--- src/sv/vpf_pkg.sv ---
package vpf_pkg;

   localparam int VPF_COORD_W        = 16;
   localparam int VPF_CTRL_W         = 18;
   localparam int VPF_CURVE_SEGMENTS = 12;
   localparam int VPF_QUEUE_DEPTH    = 2;

   localparam logic signed [VPF_COORD_W-1:0] VPF_COORD_MAX = 16'sh7FFF;
   localparam logic signed [VPF_COORD_W-1:0] VPF_COORD_MIN = 16'sh8000;

   localparam logic [1:0] VPF_KIND_FIRST = 2'd0;
   localparam logic [1:0] VPF_KIND_NEXT  = 2'd1;
   localparam logic [1:0] VPF_KIND_CLOSE = 2'd2;

   typedef enum logic [2:0] {
      VPF_CMD_MOVE,
      VPF_CMD_LINE,
      VPF_CMD_HORIZ,
      VPF_CMD_VERT,
      VPF_CMD_CUBIC,
      VPF_CMD_SMOOTH,
      VPF_CMD_CLOSE,
      VPF_CMD_END
   } vpf_cmd_type;

   typedef enum logic {
      VPF_JOB_POINT,
      VPF_JOB_CURVE
   } vpf_op_type;

   typedef enum logic [1:0] {
      VPF_BK_IDLE,
      VPF_BK_LEAD,
      VPF_BK_STEP
   } vpf_back_state_type;

   typedef struct packed {
      logic [2:0]                    command;
      logic                          relative;
      logic signed [VPF_COORD_W-1:0] ctrl1_x;
      logic signed [VPF_COORD_W-1:0] ctrl1_y;
      logic signed [VPF_COORD_W-1:0] ctrl2_x;
      logic signed [VPF_COORD_W-1:0] ctrl2_y;
      logic signed [VPF_COORD_W-1:0] end_x;
      logic signed [VPF_COORD_W-1:0] end_y;
   } vpf_req_type;

   typedef struct packed {
      logic signed [VPF_COORD_W-1:0] point_x;
      logic signed [VPF_COORD_W-1:0] point_y;
      logic [1:0]                    point_kind;
      logic                          last;
   } vpf_rsp_type;

   typedef struct packed {
      logic signed [VPF_COORD_W-1:0] x;
      logic signed [VPF_COORD_W-1:0] y;
   } vpf_point_type;

   // One unit of work for the back end: a single point or a whole cubic,
   // optionally preceded by the held first point of the subpath.
   typedef struct packed {
      vpf_op_type                   op;
      logic                         lead;
      logic [1:0]                   kind;
      vpf_point_type                lead_pt;
      vpf_point_type                p0;
      logic signed [VPF_CTRL_W-1:0] c1_x;
      logic signed [VPF_CTRL_W-1:0] c1_y;
      logic signed [VPF_CTRL_W-1:0] c2_x;
      logic signed [VPF_CTRL_W-1:0] c2_y;
      vpf_point_type                p3;
   } vpf_job_type;

   typedef struct packed {
      logic       valid;
      logic [1:0] kind;
      logic       last;
   } vpf_meta_type;

   // Bernstein weights never exceed segments cubed.
   function automatic int vpf_wgt_width(int segments);
      return $clog2(segments * segments * segments + 1);
   endfunction

endpackage

--- src/sv/vpf_queue.sv ---
module vpf_queue
   import vpf_pkg::*;
#(
   parameter int DEPTH = VPF_QUEUE_DEPTH
) (
   input  logic        clock,
   input  logic        reset,
   input  logic        push,
   input  vpf_job_type push_data,
   output logic        full,
   input  logic        pop,
   output vpf_job_type pop_data,
   output logic        empty
);

   localparam int PTR_W = $clog2(DEPTH);
   localparam int CNT_W = $clog2(DEPTH + 1);

   vpf_job_type        mem_ff [DEPTH];
   logic [PTR_W-1:0]   wr_ptr_ff, wr_ptr_in;
   logic [PTR_W-1:0]   rd_ptr_ff, rd_ptr_in;
   logic [CNT_W-1:0]   count_ff, count_in;

   assign full     = (count_ff == CNT_W'(DEPTH));
   assign empty    = (count_ff == '0);
   assign pop_data = mem_ff[rd_ptr_ff];

   always_comb begin
      wr_ptr_in = wr_ptr_ff;
      rd_ptr_in = rd_ptr_ff;
      count_in  = count_ff;
      if (push) begin
         wr_ptr_in = (wr_ptr_ff == PTR_W'(DEPTH - 1)) ? '0 : wr_ptr_ff + 1'b1;
      end
      if (pop) begin
         rd_ptr_in = (rd_ptr_ff == PTR_W'(DEPTH - 1)) ? '0 : rd_ptr_ff + 1'b1;
      end
      if (push && !pop) begin
         count_in = count_ff + 1'b1;
      end else if (pop && !push) begin
         count_in = count_ff - 1'b1;
      end
   end

   always_ff @(posedge clock) begin
      if (reset) begin
         wr_ptr_ff <= '0;
         rd_ptr_ff <= '0;
         count_ff  <= '0;
      end else begin
         wr_ptr_ff <= wr_ptr_in;
         rd_ptr_ff <= rd_ptr_in;
         count_ff  <= count_in;
      end
   end

   always_ff @(posedge clock) begin
      if (push) begin
         mem_ff[wr_ptr_ff] <= push_data;
      end
   end

`ifndef SYNTHESIS
   a_no_push_full: assert property (@(posedge clock) disable iff (reset)
      !(push && full))
      else $error("queue written while full");
   a_no_pop_empty: assert property (@(posedge clock) disable iff (reset)
      !(pop && empty))
      else $error("queue read while empty");
   a_count_up: assert property (@(posedge clock) disable iff (reset)
      (push && !pop) |=> count_ff == CNT_W'($past(count_ff) + 1'b1))
      else $error("queue fill count lost a word");
`endif

endmodule

--- config.mk ---
export PLATFORM = sky130hd
export DESIGN_NAME = vpf_queue
export DESIGN_NICKNAME = d
export VERILOG_FILES = /design/src/sv/vpf_pkg.sv /design/src/sv/vpf_queue.sv
export SDC_FILE = /design/constraint.sdc
export NUM_CORES = 1
export LEC_CHECK = 0
export ABC_AREA = 1
export BUFFER_PORTS_ARGS = -buffer_cell sky130_fd_sc_hd__buf_2
export CAP_MARGIN = 40
export CORE_ASPECT_RATIO = 0.8
export CORE_MARGIN = 2
export CORE_UTILIZATION = 49
export DETAILED_ROUTE_END_ITERATION = 10
export PLACE_DENSITY = 0.75
export SKIP_CTS_REPAIR_TIMING = 1
export SLEW_MARGIN = 20
export SYNTH_ARGS = -nofsm -noshare
export SYNTH_HDL_FRONTEND = slang
export SYNTH_SLANG_ARGS = --single-unit
--- constraint.sdc ---
create_clock -name clock -period 11.2 [get_ports clock]
set_input_delay 2.24 -clock clock [delete_from_list [all_inputs] [get_ports clock]]
set_output_delay 2.24 -clock clock [all_outputs]
set_load 0.05 [all_outputs]
Word level (Yosys, flattened, before mapping)

Memories as Yosys holds them, arrays and structs flattened. A register that Yosys moved wholly into a read port is not among the register bits.
Index checks and enable logic that the tools add are counted.

Bits of input ports: 176
Bits in registers: 4
Memories kept: 1
Bits in writable memories: 344
Latch bits: 0
Bits in read-only memories: 0

Memories:

| memory | depth | bits a word | rd ports | clocked after Yosys merged registers in | wr ports | line            | source |
|---|---|---|---|---|---|---|---|
| mem_ff | 2     | 172         | 1        | 1                                       | 1        | vpf_queue.sv:19 | `vpf_job_type mem_ff [DEPTH];` |

Divide/modulo/power cells: 0
Mux-type cells: 8
Bitwise operators: 0
Multipliers: 0
$add $sub $neg: 4
Equal/unequal tests: 1
Order comparisons: 0
Shifts and indexed selects: 0
Reductions and logical operators: 6

Operators with widths:

| kind                                              | number |
|---|---|
| two-way mux 1 bit                                 | 6 |
| two-way mux 2 bit                                 | 2 |
| adder 1 bit (second input constant)               | 2 |
| adder 2 x 1 -> 2 bit (second input constant)      | 1 |
| == test 2 bit (second input constant)             | 1 |
| logical AND 1 bit                                 | 2 |
| logical NOT 1 bit                                 | 2 |
| logical NOT 2 bit                                 | 1 |
| nonzero test 2 bit                                | 1 |
| subtractor 2 x 1 -> 2 bit (second input constant) | 1 |

Depth between registers and ports, before layout

Depth in word-level cells: 4
Mapped depth: 8
Depth with buffers taken out: 8

Worst setup path after synthesis

No wires, ideal clock.

Path kind: input port to flip-flop
Start: input port push
End: memory mem_ff[0][0] in the netlist's numbering, enable pin
Setup time: 711 ps
Stages on the path: 2
Setup slack: 1019 ps
Data arrival time: 9469 ps
Cells stage by stage: inv_1 nor2_1

Cells in the longest elaborated chain, start to end: 2

Ends and longest elaborated chain:

| item                                    | line            | source |
|---|---|---|
| start: declaration                      | vpf_queue.sv:8  | `input logic push,` |
| two-way mux 1 bit                       | vpf_queue.sv:58 | `if (push) begin` |
| two-way mux 1 bit (not written as such) | vpf_queue.sv:59 | `mem_ff[wr_ptr_ff] <= push_data;` |
| end: declaration                        | vpf_queue.sv:19 |  |

Every way passes these cells.

==> impl_metrics.json <==
{
  "status": "finished clean",
  "ff2ff_setup_slack_ps": 8790,
  "syn_avg_cell_area_um2": 22.80,
  "grt-ovfl-total": 0,
  "syn-cell-area_mm2": 0.01295,
  "cp_slowest_cell": "dfxtp_4",
  "die_x_um": 185.8,
  "min_to": "count_ff[0]",
  "final_hold_viol_count": 0,
  "finalCritPeriodShare": 0.4383,
  "r2r-start": "wr_ptr_ff",
  "relSlewSlack": 0.6090,
  "areaGrowthSynthToFinish_pct": 26.39,
  "ant_nets": 0,
  "wl_per_cell_um": 19.08,
  "reg2reg_to": "mem_ff[1][146]",
  "syn_inst": 568,
  "h-tree-depth": 2,
  "slew_viol_final": 0,
  "num_rows": 53,
  "whs_ps": 522.3,
  "ys_top_cells_by_area": "edfxtp_1 (80%), mux2_4 (9.3%), mux2_2 (8.0%), buf_6 (0.87%), dfxtp_1 (0.77%)",
  "min_path_type": "flip-flop to flip-flop",
  "critPathRequiredTime_ps": 8960,
  "drcViolationCount": 0,
  "fmax_ghz": 0.2037,
  "yosysTopAreaCellShare": 0.7976,
  "finalSetupViolations": 0,
  "final_common_cell": "buf_2",
  "io_pins": 350,
  "slowest_delay_ps": 630,
  "worst_pin_slew_ps": 585.2,
  "clock_path_buffers": 3,
  "cts_inserted_buffers": 35,
  "synth.ff_latch_count": 349,
  "die_y_um": 149.4,
  "crit_path_start_kind": "flip-flop",
  "start_util": 0.4957,
  "yosysWarnings": 0,
  "power_density_mw_per_mm2": 194.1,
  "vdd_drop_max_mv": 0.1277,
  "critPathCaptureType": "primary output",
  "min-delay-start": "count_ff[0]",
  "leakage_uw": 0.006331,
  "yosysSeqAreaShare": 0.8053,
  "synth_cell_types": 16,
  "totalWireLength_um": 25490,
  "worstHoldPathCells": 2,
  "gp_congestion": 0.7594,
  "vias": 6652,
  "detailed_place_hpwl_um": 17720,
  "crit_arrival_ps": 2670,
  "crit_family": "buffers and inverters",
  "cts_tree": "done",
  "worstSetupPathType": "flip-flop to primary output",
  "place_inst": 1268,
  "cts_num_sinks": 349,
  "yosys.area.top_type": "edfxtp_1",
  "antenna_found_initial": 7,
  "synthesis.nets": 745,
  "rsz0062_at_grt": "false",
  "fp.coreArea_mm2": 0.02613,
  "clkLatencyLatePin_ps": 500,
  "grt_pass1_vias": 6711,
  "path_clk_slew_ps": 60,
  "instances_no_fill": 1336,
  "path_buf_inv": 4,
  "critPathMaxFanout": 38,
  "drt_iter0_drc": 321,
  "finalSetupTns_ps": 0,
  "cts-root-buf": "clkbuf_16",
  "grtUsageTotal": 0.1744,
  "finClkSkew_ps": 13.88,
  "grt_first_pass_wirelength_um": 36270,
  "final_cell_mix": "buf_2 (349), edfxtp_1 (344), mux2_2 (92), mux2_4 (80), clkbuf_16 (37)",
  "maxCapViolCount": 0,
  "grt_max_degree": 76,
  "drive_above_1_share": 0.6006,
  "nets": 1125,
  "drtPass1Iterations": 7,
  "dieArea_mm2": 0.02776,
  "crit_chain": "buf_12 -> buf_4 -> buf_16 -> mux2_2 -> buf_2",
  "io_buffers": 349,
  "r2r_cells": 5,
  "layout_min_cycle_time_ps": 4909,
  "routed_via_density": 4.979
}
## Yosys cell counts
cell      count
edfxtp_1    344
mux2_2       92
mux2_4       80
buf_6        10
buf_2         9
inv_1         9
nor2_1        7
dfxtp_1       5
nand2_1       5
a21oi_1       1
ha_1          1
nand3_1       1
nand4_1       1
nor3_1        1
o21ai_0       1
xnor2_1       1
## worst max-delay path by stage
stage,startpoint,end,slack (ps),cells after the start
after detailed placement,flip-flop,pop_data[152],6790,5
final,flip-flop,pop_data[151],6290,5
after global placement,flip-flop,pop_data[37],6400,3
after floorplan,push,mem_ff[0][0],1020,2
after CTS,flip-flop,pop_data[152],6240,5
after global routing,flip-flop,pop_data[151],6150,5
## layout make-up
type,count,area (µm²)
multi-input cells,191,2337
clock inverters,18,162.7
inverters,9,38.79
repair buffers,362,1982
diodes,5,12.51
clock buffers,45,955.9
flip-flops and latches,349,10430
well taps,357,446.7
fillers,1900,9758
## per-stage QoR
step	setup slack (ps)	cell area (µm²)	power [µW]	util
after floorplan	1019	12950	1963	-
after global placement	6396	15040	2067	0.5757
after detailed placement	6788	15240	2085	0.5832
after CTS	6240	16360	3213	0.6260
after global routing	6152	16360	3283	0.6261
final	6291	16370	3177	0.6265
## where the power goes
part	switching, µW	total (µW)	leakage [µW]	internal, µW
Clock	451	1120	0.000547	672
Combinational	358	519	0.00251	161
Sequential	21.2	1530	0.00327	1510
Total	831	3180	0.00633	2350
## state kept, by name, summed over array words and instances (netlist names), named ones only
name	flops
count_ff	2
rd_ptr_ff	1
mem_ff	344
wr_ptr_ff	1
## cell families after synthesis
logic type,synth area share
multiplexers,0.1727
AND/OR/NAND/NOR,0.004734
flip-flops,0.8053
buffers and inverters,0.01478
AO/OA/AOI/OAI,0.0007721
XOR/XNOR,0.0006764
adder cells (fa/ha/maj),0.0009659
## per-layer routing
layer  vias up  routed length, µm  track usage
li1       3027                  -            -
met1      3232               9989       0.2093
met2       326              12110       0.2883
met3        59               2627      0.06571
met4         8                710      0.06496
met5         -                 47            0
## worst reg2reg max path, cell delays in order (launching register included)
cell and delay, ps:
dfxtp_1 390, nand2_1 130, inv_6 250, buf_16 350, buf_4 640, buf_12 300
Note: power is estimated with default switching activity, not from simulation.
