### src/sv/vpf_pkg.sv
package vpf_pkg;

   localparam int VPF_COORD_W        = 16;
   localparam int VPF_CTRL_W         = 18;
   localparam int VPF_CURVE_SEGMENTS = 12;
   localparam int VPF_QUEUE_DEPTH    = 2;

   localparam logic signed [VPF_COORD_W-1:0] VPF_COORD_MAX = 16'sh7FFF;
   localparam logic signed [VPF_COORD_W-1:0] VPF_COORD_MIN = 16'sh8000;

   localparam logic [1:0] VPF_KIND_FIRST = 2'd0;
   localparam logic [1:0] VPF_KIND_NEXT  = 2'd1;
   localparam logic [1:0] VPF_KIND_CLOSE = 2'd2;

   typedef enum logic [2:0] {
      VPF_CMD_MOVE,
      VPF_CMD_LINE,
      VPF_CMD_HORIZ,
      VPF_CMD_VERT,
      VPF_CMD_CUBIC,
      VPF_CMD_SMOOTH,
      VPF_CMD_CLOSE,
      VPF_CMD_END
   } vpf_cmd_type;

   typedef enum logic {
      VPF_JOB_POINT,
      VPF_JOB_CURVE
   } vpf_op_type;

   typedef enum logic [1:0] {
      VPF_BK_IDLE,
      VPF_BK_LEAD,
      VPF_BK_STEP
   } vpf_back_state_type;

   typedef struct packed {
      logic [2:0]                    command;
      logic                          relative;
      logic signed [VPF_COORD_W-1:0] ctrl1_x;
      logic signed [VPF_COORD_W-1:0] ctrl1_y;
      logic signed [VPF_COORD_W-1:0] ctrl2_x;
      logic signed [VPF_COORD_W-1:0] ctrl2_y;
      logic signed [VPF_COORD_W-1:0] end_x;
      logic signed [VPF_COORD_W-1:0] end_y;
   } vpf_req_type;

   typedef struct packed {
      logic signed [VPF_COORD_W-1:0] point_x;
      logic signed [VPF_COORD_W-1:0] point_y;
      logic [1:0]                    point_kind;
      logic                          last;
   } vpf_rsp_type;

   typedef struct packed {
      logic signed [VPF_COORD_W-1:0] x;
      logic signed [VPF_COORD_W-1:0] y;
   } vpf_point_type;

   // One unit of work for the back end: a single point or a whole cubic,
   // optionally preceded by the held first point of the subpath.
   typedef struct packed {
      vpf_op_type                   op;
      logic                         lead;
      logic [1:0]                   kind;
      vpf_point_type                lead_pt;
      vpf_point_type                p0;
      logic signed [VPF_CTRL_W-1:0] c1_x;
      logic signed [VPF_CTRL_W-1:0] c1_y;
      logic signed [VPF_CTRL_W-1:0] c2_x;
      logic signed [VPF_CTRL_W-1:0] c2_y;
      vpf_point_type                p3;
   } vpf_job_type;

   typedef struct packed {
      logic       valid;
      logic [1:0] kind;
      logic       last;
   } vpf_meta_type;

   // Bernstein weights never exceed segments cubed.
   function automatic int vpf_wgt_width(int segments);
      return $clog2(segments * segments * segments + 1);
   endfunction

endpackage

### src/sv/vpf_front.sv
module vpf_front
   import vpf_pkg::*;
(
   input  logic        clock,
   input  logic        reset,
   input  logic        req_valid,
   output logic        req_stall,
   input  vpf_req_type req_data,
   input  logic        q_full,
   output logic        push,
   output vpf_job_type push_data
);

   function automatic logic signed [VPF_CTRL_W-1:0] sext(input logic signed [VPF_COORD_W-1:0] v);
      return {{(VPF_CTRL_W-VPF_COORD_W){v[VPF_COORD_W-1]}}, v};
   endfunction

   function automatic logic signed [VPF_COORD_W-1:0] sat(input logic signed [VPF_CTRL_W-1:0] v);
      logic signed [VPF_COORD_W-1:0] r;
      if (v > sext(VPF_COORD_MAX)) begin
         r = VPF_COORD_MAX;
      end else if (v < sext(VPF_COORD_MIN)) begin
         r = VPF_COORD_MIN;
      end else begin
         r = v[VPF_COORD_W-1:0];
      end
      return r;
   endfunction

   vpf_point_type cur_ff, cur_in;
   vpf_point_type start_ff, start_in;
   vpf_point_type lastc_ff, lastc_in;
   vpf_point_type held_ff, held_in;
   logic          held_valid_ff, held_valid_in;
   logic          emitted_ff, emitted_in;

   logic                         accept;
   logic                         open_sub;
   vpf_point_type                base;
   vpf_point_type                tgt;
   vpf_point_type                lead_pt;
   vpf_point_type                start_d;
   logic signed [VPF_CTRL_W-1:0] c1_x, c1_y, c2_x, c2_y;
   logic signed [VPF_CTRL_W-1:0] sm_x, sm_y;

   assign req_stall = q_full;
   assign accept    = req_valid && !q_full;

   assign base  = req_data.relative ? cur_ff : '0;
   assign c1_x  = sext(req_data.ctrl1_x) + sext(base.x);
   assign c1_y  = sext(req_data.ctrl1_y) + sext(base.y);
   assign c2_x  = sext(req_data.ctrl2_x) + sext(base.x);
   assign c2_y  = sext(req_data.ctrl2_y) + sext(base.y);
   assign tgt.x = sat(sext(req_data.end_x) + sext(base.x));
   assign tgt.y = sat(sext(req_data.end_y) + sext(base.y));

   // reflect the previous control point about the current point
   assign sm_x = {cur_ff.x[VPF_COORD_W-1], cur_ff.x, 1'b0} - sext(lastc_ff.x);
   assign sm_y = {cur_ff.y[VPF_COORD_W-1], cur_ff.y, 1'b0} - sext(lastc_ff.y);

   // drawing with no open subpath starts one at the current point
   assign open_sub = !held_valid_ff && !emitted_ff;
   assign lead_pt  = held_valid_ff ? held_ff : cur_ff;
   assign start_d  = open_sub ? cur_ff : start_ff;

   always_comb begin
      cur_in        = cur_ff;
      start_in      = start_ff;
      lastc_in      = lastc_ff;
      held_in       = held_ff;
      held_valid_in = held_valid_ff;
      emitted_in    = emitted_ff;
      push          = 1'b0;
      push_data     = '0;
      push_data.lead    = !emitted_ff;
      push_data.lead_pt = lead_pt;
      push_data.kind    = VPF_KIND_NEXT;
      if (accept) begin
         case (req_data.command)
            VPF_CMD_MOVE: begin
               cur_in        = tgt;
               start_in      = tgt;
               held_in       = tgt;
               lastc_in      = tgt;
               held_valid_in = 1'b1;
               emitted_in    = 1'b0;
            end
            VPF_CMD_LINE, VPF_CMD_HORIZ, VPF_CMD_VERT: begin
               push         = 1'b1;
               push_data.op = VPF_JOB_POINT;
               push_data.p0 = tgt;
               if (req_data.command == VPF_CMD_HORIZ) begin
                  push_data.p0.y = cur_ff.y;
               end
               if (req_data.command == VPF_CMD_VERT) begin
                  push_data.p0.x = cur_ff.x;
               end
               if (open_sub) begin
                  held_in = cur_ff;
               end
               start_in      = start_d;
               cur_in        = push_data.p0;
               lastc_in      = push_data.p0;
               held_valid_in = 1'b0;
               emitted_in    = 1'b1;
            end
            VPF_CMD_CUBIC, VPF_CMD_SMOOTH: begin
               push           = 1'b1;
               push_data.op   = VPF_JOB_CURVE;
               push_data.p0   = cur_ff;
               push_data.c1_x = (req_data.command == VPF_CMD_SMOOTH) ? sm_x : c1_x;
               push_data.c1_y = (req_data.command == VPF_CMD_SMOOTH) ? sm_y : c1_y;
               push_data.c2_x = c2_x;
               push_data.c2_y = c2_y;
               push_data.p3   = tgt;
               if (open_sub) begin
                  held_in = cur_ff;
               end
               start_in      = start_d;
               cur_in        = tgt;
               lastc_in.x    = sat(c2_x);
               lastc_in.y    = sat(c2_y);
               held_valid_in = 1'b0;
               emitted_in    = 1'b1;
            end
            VPF_CMD_CLOSE: begin
               push           = emitted_ff;
               push_data.op   = VPF_JOB_POINT;
               push_data.lead = 1'b0;
               push_data.kind = VPF_KIND_CLOSE;
               push_data.p0   = start_ff;
               cur_in         = start_ff;
               lastc_in       = start_ff;
               held_valid_in  = 1'b0;
               emitted_in     = 1'b0;
            end
            default: begin
               cur_in        = '0;
               start_in      = '0;
               lastc_in      = '0;
               held_in       = '0;
               held_valid_in = 1'b0;
               emitted_in    = 1'b0;
            end
         endcase
      end
   end

   always_ff @(posedge clock) begin
      if (reset) begin
         cur_ff        <= '0;
         start_ff      <= '0;
         lastc_ff      <= '0;
         held_ff       <= '0;
         held_valid_ff <= 1'b0;
         emitted_ff    <= 1'b0;
      end else begin
         cur_ff        <= cur_in;
         start_ff      <= start_in;
         lastc_ff      <= lastc_in;
         held_ff       <= held_in;
         held_valid_ff <= held_valid_in;
         emitted_ff    <= emitted_in;
      end
   end

endmodule

### config.mk
export PLATFORM = sky130hd
export DESIGN_NAME = vpf_front
export DESIGN_NICKNAME = d
export VERILOG_FILES = /design/src/sv/vpf_pkg.sv /design/src/sv/vpf_front.sv
export SDC_FILE = /design/constraint.sdc
export NUM_CORES = 1
export LEC_CHECK = 0
export ABC_AREA = 1
export ABC_CLOCK_PERIOD_IN_PS = 3500
export BUFFER_PORTS_ARGS = -buffer_cell sky130_fd_sc_hd__buf_2
export CAP_MARGIN = 20
export CORE_MARGIN = 4
export CORE_UTILIZATION = 30
export DETAILED_ROUTE_END_ITERATION = 16
export PLACE_DENSITY = 0.53
export SETUP_SLACK_MARGIN = 0.02
export SLEW_MARGIN = 10
export SYNTH_ARGS = -nofsm -noshare
export SYNTH_HDL_FRONTEND = slang
export SYNTH_SLANG_ARGS = --single-unit
### constraint.sdc
create_clock -name clock -period 3.5 [get_ports clock]
set_clock_uncertainty 0.1 [all_clocks]
set_input_delay 0.35 -clock clock [delete_from_list [all_inputs] [get_ports clock]]
set_output_delay 0.35 -clock clock [all_outputs]
set_load 0.005 [all_outputs]
=== Word-level counts from Yosys, hierarchy flattened ===
Index checks and enable logic that the tools add are counted.
W data, S select, Z words.

* Output and inout port bits: 174
* Input port bits: 104
* Logic and storage cells: 71
* Bits in registers: 98

* Muxes and demuxes: 28
* Reduce and logical (&&, ||, !) cells: 11
* Eq/ne operators: 7
* Add/sub/neg operators: 8
* Order comparisons: 8
* Bitwise logic cells: 1

{| class="wikitable"
|+ Operator list
! cell !! count
|-
| $pmux W32 S3 || 3
|-
| $mux W16 || 10
|-
| $mux W136 || 1
|-
| $pmux W32 S4 || 1
|-
| $mux W104 || 1
|-
| $add A16 B16 Y17 || 6
|-
| $mux W32 || 3
|-
| $gt A17 B16 Y1 const B || 4
|-
| $lt A17 B16 Y1 const B || 4
|-
| $mux W18 || 2
|-
| $sub A17 B16 Y18 || 2
|-
| $eq A3 B3 Y1 const B || 3
|-
| $eq A3 B2 Y1 const B || 2
|-
| $reduce_or A3 Y1 || 2
|-
| $reduce_or A5 Y1 || 1
|-
| $mux W1 || 4
|-
| $mux W4 || 1
|-
| $eq A3 B1 Y1 const B || 1
|-
| $logic_not A1 Y1 || 3
|-
| $logic_not A3 Y1 || 1
|-
| $mux W3 || 1
|-
| $reduce_and A3 Y1 || 1
|-
| $logic_and A1 B1 Y1 || 2
|-
| $ne A2 B1 Y1 const B || 1
|-
| other kinds (3) || 3
|}

=== Logic depth before layout (Yosys ltp) ===
Gate-level depths: netlist of the first run.

* Depth after elaboration: 8
* Depth in mapped cells: 26
* Gate-level depth less buffers: 22

=== Least setup slack after synthesis of the first run ===
No wires, ideal clock.

* Kind: input -> output
* Start: input port req_data[96] (netlist bit)
* End: output port push_data[10] (netlist bit)
* Arrival time: 2967 ps
* Required time: 3050 ps
* Setup slack: 83 ps
* Stages on the path: 20
* Path buffers: 7
* Cells stage by stage: buf_6 buf_6 buf_6 buf_2 buf_1 nand2_1 inv_1 ha_1 inv_1 nor3_1 inv_1 nor2_1 nand2_2 nand2_1 nand2_1 nand2_2 nand3_4 buf_6 buf_2 a21oi_1

{| class="wikitable"
|+ RTL lines
! element !! line !! text
|-
| start, declared || vpf_front.sv:8 || <nowiki>input vpf_req_type req_data,</nowiki>
|-
| end, declared || vpf_front.sv:11 || <nowiki>output vpf_job_type push_data</nowiki>
|}

==> flow_summary.json, run 1 <==
{
  "cts_tree": "built",
  "critPathBufInv": 5,
  "critPathTopFamily": "simple AND/OR/NAND/NOR gates",
  "status": "complete, no violations",
  "rsz0062_at_grt": "true",
  "r2r_cells": 26,
  "antenna_found_initial": 1,
  "synth_cell_type_count": 50,
  "dp_cells": 3742,
  "arrival_ns": 3.00,
  "tightest_slew_ns": 1.18,
  "ys_ff_latch": 98,
  "powerDensity_nw_per_um2": 252,
  "synth_edf_count": 0,
  "end_kind": "primary output",
  "synthToLayoutAreaGrowth_pct": 36.9,
  "grt-ovfl-total": 0,
  "whs_ns": 0.367,
  "die_area_um2": 51700,
  "dr.pass1.iters": 6,
  "syn_avg_cell_area_um2": 5.37,
  "synth.cell_area_um2": 14400,
  "clock-sinks": 98,
  "grt_pass1_vias": 17500,
  "n_fill_cell": 5266,
  "initial_core_util_pct": 30.3,
  "core_um2": 47600,
  "cp_num_cells": 21,
  "cp_slowest_cell": "fa_2",
  "clock_latency_ns": 0.37,
  "worstSetupPathType": "reg -> out",
  "internal_power_mw": 2.70,
  "die-width_um": 227,
  "htree_levels": 3,
  "yosysWarnings": 0,
  "synth_fp_nets": 2884,
  "synth_cells": 2685,
  "regArea_um2": 2010,
  "fp-row-count": 80,
  "grt_pass1_wl_mm": 109,
  "p_sw_share_pct": 45.7,
  "synthFlopType": "dfxtp_1",
  "root_buffer": "clkbuf_16",
  "ant_nets": 0,
  "ir_drop_v": 0.000213,
  "viasPerCell": 5.18,
  "final_cell_mix": "nand2_1 (903), inv_1 (343), buf_4 (290)",
  "final_nets": 3365,
  "post-dp-hpwl_mm": 61.0,
  "design.portCount": 278,
  "hp-class": "reg -> reg",
  "vias": 19600,
  "p_leak_nw": 10.9,
  "ys_seq_area_share_pct": 13.6,
  "io_buffers": 277,
  "clkPwrFrac_pct": 20.6,
  "finalHoldViolCount": 0,
  "cp-start-kind": "register",
  "min_path_cells": 2,
  "grt_max_degree": 102,
  "gp_congestion": 1.04,
  "stdcell_count": 3787,
  "gr-usage-all-layers_pct": 27.6,
  "cts_buffer_depth": 2,
  "async_flop_share_pct": 0,
  "drt_iter0_drc": 1984,
  "cts_buffers": 9,
  "maxSlewViolCount": 0,
  "wl_per_cell_um": 20.0,
  "slew_headroom_pct": 21.2,
  "final_common_cell": "nand2_1",
  "switchingPower_mw": 2.27,
  "power_frac_seq_pct": 24.7,
  "wl_mm": 75.8,
  "cp.required_ns": 3.05,
  "drc": 0,
  "holdBufCountCts": 0,
  "crit_path_max_fanout": 8,
  "cp_cell_sequence": "nand2_2, inv_4, ha_4, fa_2, nand3_2, nand2_2, nand2_2, inv_2, nand2_2, nand2_4, nand2_4, nand2_4, nand2_4, nand3_4, buf_6, nand2_4, nand3_2, nand2_2, a31oi_1, buf_4, buf_6",
  "post-route-period-util_pct": 98.7,
  "drive_gt1_share_pct": 26.7,
  "period_needed_ns": 3.45,
  "clk_pin_slew_ns": 0.08,
  "multiInputGateArea_um2": 11500,
  "fmax_mhz": 290,
  "cp_slowest_stage_delay_ns": 0.40,
  "setup_viol": 0,
  "die_y_um": 227,
  "drv_cap": 0,
  "p_comb_share_pct": 54.7
}
worst paths after layout:
path | startpoint | end | slack, ns
min reg2reg | lastc_ff[28] | lastc_ff[28] | 0.37
max reg2reg | cur_ff[16] | cur_ff[27] | 0.10
min | lastc_ff[28] | lastc_ff[28] | 0.37
max | cur_ff[16] | push_data[120] | 0.05
cell usage after synthesis, types with 12 or more instances:
library cell / instances / share of area [%]
nor2_1: 155 / 4.0
nor3_1: 17 / 0.59
a21boi_0: 13 / 0.68
nand2_2: 40 / 1.7
xor2_1: 45 / 2.7
nand3_1: 211 / 7.3
o21ai_0: 138 / 4.8
buf_6: 12 / 0.94
inv_1: 351 / 9.1
dfxtp_1: 98 / 14
a21oi_1: 264 / 9.2
nand2_1: 949 / 25
a31oi_1: 39 / 1.7
clkbuf_1: 82 / 2.1
or2_2: 14 / 0.61
ha_1: 90 / 7.8
o21bai_1: 22 / 1.1
o21ai_1: 35 / 1.2
power by group through the flow:
stage / combinational, mW / clock (mW) / sequential (mW)
after floorplan: 1.37 / 0 / 1.22
after CTS: 2.50 / 1.04 / 1.23
after detailed placement: 2.42 / 0 / 1.25
after global placement: 2.41 / 0 / 1.25
after global routing: 2.95 / 1.08 / 1.23
final: 2.71 / 1.02 / 1.23
cells by family (layout without fill, tap and decap cells):
| logic type | after synthesis | count (layout) | synth area share [%] |
|---|---|---|---|
| AND/OR/NAND/NOR | 1417 | 1420 | 40.8 |
| AO/OA/AOI/OAI | 549 | 549 | 20.7 |
| buffers and inverters | 473 | 956 | 13.2 |
| flip-flops | 98 | 98 | 13.6 |
| adder cells (fa/ha/maj) | 95 | 95 | 8.50 |
| XOR/XNOR | 53 | 53 | 3.22 |
| other | 0 | 1 | 0 |
stage by stage:
stage               setup slack, ns  setup TNS [ns]  instance area (um^2)  power [mW]  util (%)
detailed placement           -0.133           -1.43                 18200        3.67      38.3
floorplan                    0.0826               0                 14400        2.59         -
CTS                          0.0213               0                 18900        4.77      39.7
global placement             -0.121           -1.16                 18200        3.66      38.3
global route                 -0.118           -1.94                 19700        5.26      41.4
finish                       0.0462               0                 19700        4.97      41.4
repair_timing:
action                                  in CTS  in global routing
resized for setup                           67                173
endpoints found under the hold margin        0                  0
endpoints found under the setup margin      56                 83
cloned                                       3                  1
setup buffers                               13                 13
pin swaps                                   19                 61
registers in the layout, summed over array words and instances (netlist names):
signal and cells:
emitted_ff 1, cur_ff 32, held_valid_ff 1, held_ff 32
lastc_ff 32
layer usage:
layer  wire [um]  GRT usage (%)
met1       36900           43.7
met2       31300           39.8
met3        6170           3.91
met4        1400           5.00
met5          13              0
tightest hold or removal path: stages, from the launching register on:
cell and delay (ns):
dfxtp_1 0.31, nand2_1 0.06, a21oi_1 0.05
final cells by class:
cell class                      count  area share, %
Antenna cell                        1         0.0127
Clock buffer                       10           1.16
Clock inverter                      6          0.304
Inverter                          358           6.88
Multi-Input combinational cell   2117           58.1
Sequential cell                    98           10.2
Tap cell                          615           3.90
Timing Repair Buffer              582           19.4
Note: power is estimated with default switching activity, not from simulation.
==> run 2: changes to the inputs <==
- ABC_CLOCK_PERIOD_IN_PS: 3500 -> 3400
- PLACE_DENSITY: 0.53 -> 0.52
- clock period: 3.5 -> 3.4 ns (I/O delays scaled with it)
==> run 2 against run 1 <==
Net effect: worst hold slack barely moved; non-clock buffer count rose by 70; die area did not move; register-to-register slack improved by 0.03 ns; clock power barely moved; critical endpoint is now push_data[104]; largest power group unchanged.
==> flow_summary.json, run 2 (synthesized netlist as in run 1, its figures left out) <==
{
  "status": "complete, no violations",
  "dr.pass1.iters": 8,
  "maxSlewViolCount": 0,
  "reg.largest.list": "cur_ff (32), held_ff (32), lastc_ff (32)",
  "drive_gt1_share_pct": 32.3,
  "cts_buffer_depth": 2,
  "gr-usage-all-layers_pct": 27.7,
  "worstSetupPathType": "in -> out",
  "clock_latency_ns": 0.36,
  "worstHoldStart": "lastc_ff[14]",
  "post-layout-total-power_mw": 5.23,
  "core_um2": 47600,
  "slew_headroom_pct": 31.8,
  "fp-row-count": 80,
  "ir_drop_v": 0.000303,
  "clock-sinks": 98,
  "cp.required_ns": 2.96,
  "final_cell_mix": "nand2_1 (868), buf_4 (354), inv_1 (324)",
  "synthToLayoutAreaGrowth_pct": 44.6,
  "root_buffer": "clkbuf_16",
  "r2r-start": "cur_ff[25]",
  "finalHoldViolCount": 0,
  "crit_path_start": "req_data[96]",
  "n_fill_cell": 5180,
  "cp-start-kind": "input port",
  "htree_levels": 3,
  "design.portCount": 278,
  "viasPerCell": 5.14,
  "final_nets": 3432,
  "cts_buffers": 9,
  "wl_mm": 76.9,
  "layout_setup_ws_ns": 0.0599,
  "holdBufCountCts": 0,
  "period_needed_ns": 3.34,
  "use_met3_pct": 3.39,
  "dp_cells": 3793,
  "fmax_mhz": 299,
  "setup_viol": 0,
  "ant_nets": 0,
  "min_path_cells": 2,
  "grt_max_degree": 78,
  "hp-class": "reg -> reg",
  "grt_pass1_wl_mm": 110,
  "drc": 0,
  "initial_core_util_pct": 30.3,
  "stdcell_count": 3855,
  "antenna_found_initial": 2,
  "crit_path_max_fanout": 12,
  "io_buffers": 277,
  "vias": 19800,
  "r2r_cells": 24,
  "grt_pass1_vias": 17900,
  "clk_pin_slew_ns": 0.07,
  "rsz0062_at_grt": "true",
  "arrival_ns": 2.90,
  "grt.busiest_layer": "met2",
  "die-width_um": 227,
  "die_y_um": 227,
  "cts_tree": "built",
  "use_met2_pct": 42.3,
  "wl_per_cell_um": 19.9,
  "drt_iter0_drc": 1807,
  "dp_slack_ns": -0.204,
  "powerDensity_nw_per_um2": 251,
  "met1_usage_pct": 41.5,
  "grt-ovfl-total": 0,
  "p_leak_nw": 11.4,
  "tightest_slew_ns": 1.02,
  "post-dp-hpwl_mm": 60.8,
  "drv_cap": 0,
  "finalSetupTns_ns": 0,
  "end_kind": "primary output",
  "final_common_cell": "nand2_1",
  "die_area_um2": 51700,
  "gp_congestion": 0.968,
  "post-route-period-util_pct": 98.2
}
## run 2: cell type report
type                       count  area (um^2)  area share, %
multi-input combinational   2114        12000           57.4
inverter                     358         1360           6.52
tap                          615          769           3.69
clock buffer                  10          229           1.10
antenna                        2         5.00         0.0240
clock inverter                 6         57.6          0.276
sequential                    98         2020           9.67
timing repair buffer         652         4460           21.4
## run 2: per-stage QoR
stage               cell area [um^2]  hold WS (ns)  utilization [%]
floorplan                      14400         0.345                -
CTS                            19500         0.370             41.0
global route                   20900         0.388             43.8
detailed placement             18700         0.359             39.2
global placement               18700         0.358             39.2
finish                         20900         0.367             43.8
## run 2: worst paths after layout
kind,slack (ns),end
setup / recovery,0.06,push_data[104]
hold / removal,0.37,lastc_ff[14]
setup reg to reg,0.13,cur_ff[16]
hold reg to reg,0.37,lastc_ff[14]
## run 2: timing repair
action | in CTS | in global routing
cloned | 0 | 2
resized for setup | 112 | 292
setup buffers | 15 | 28
endpoints found under the setup margin | 69 | 87
pin swaps | 24 | 101
## run 2: per-layer routing
metal / vias up / share of wire (%)
met3: 91 / 6.9
met4: 4 / 2.6
met2: 788 / 43
met5: - / 0.036
met1: 9200 / 47
li1: 9714 / -
## run 2: power breakdown
part           switching (mW)  leakage [nW]  internal (mW)  total [mW]
Sequential             0.0694         0.810           1.20        1.27
Combinational            1.77          10.4           1.16        2.93
Clock                   0.521         0.141          0.517        1.04
Total                    2.36          11.4           2.87        5.23
## run 2: critical path, cell delays in order
cell and delay (ns):
buf_2 0.12, buf_12 0.15, buf_12 0.15, nand2_1 0.08, inv_2 0.07, ha_4 0.29, clkinvlp_4 0.16, nor3_4 0.21
nor3b_2 0.18, nand2_1 0.11, nand3_2 0.12, nand2_2 0.08, nand2_4 0.11, buf_12 0.15, nand2_8 0.06, nand3_4 0.09
nand2_4 0.06, a31oi_4 0.21, buf_2 0.16
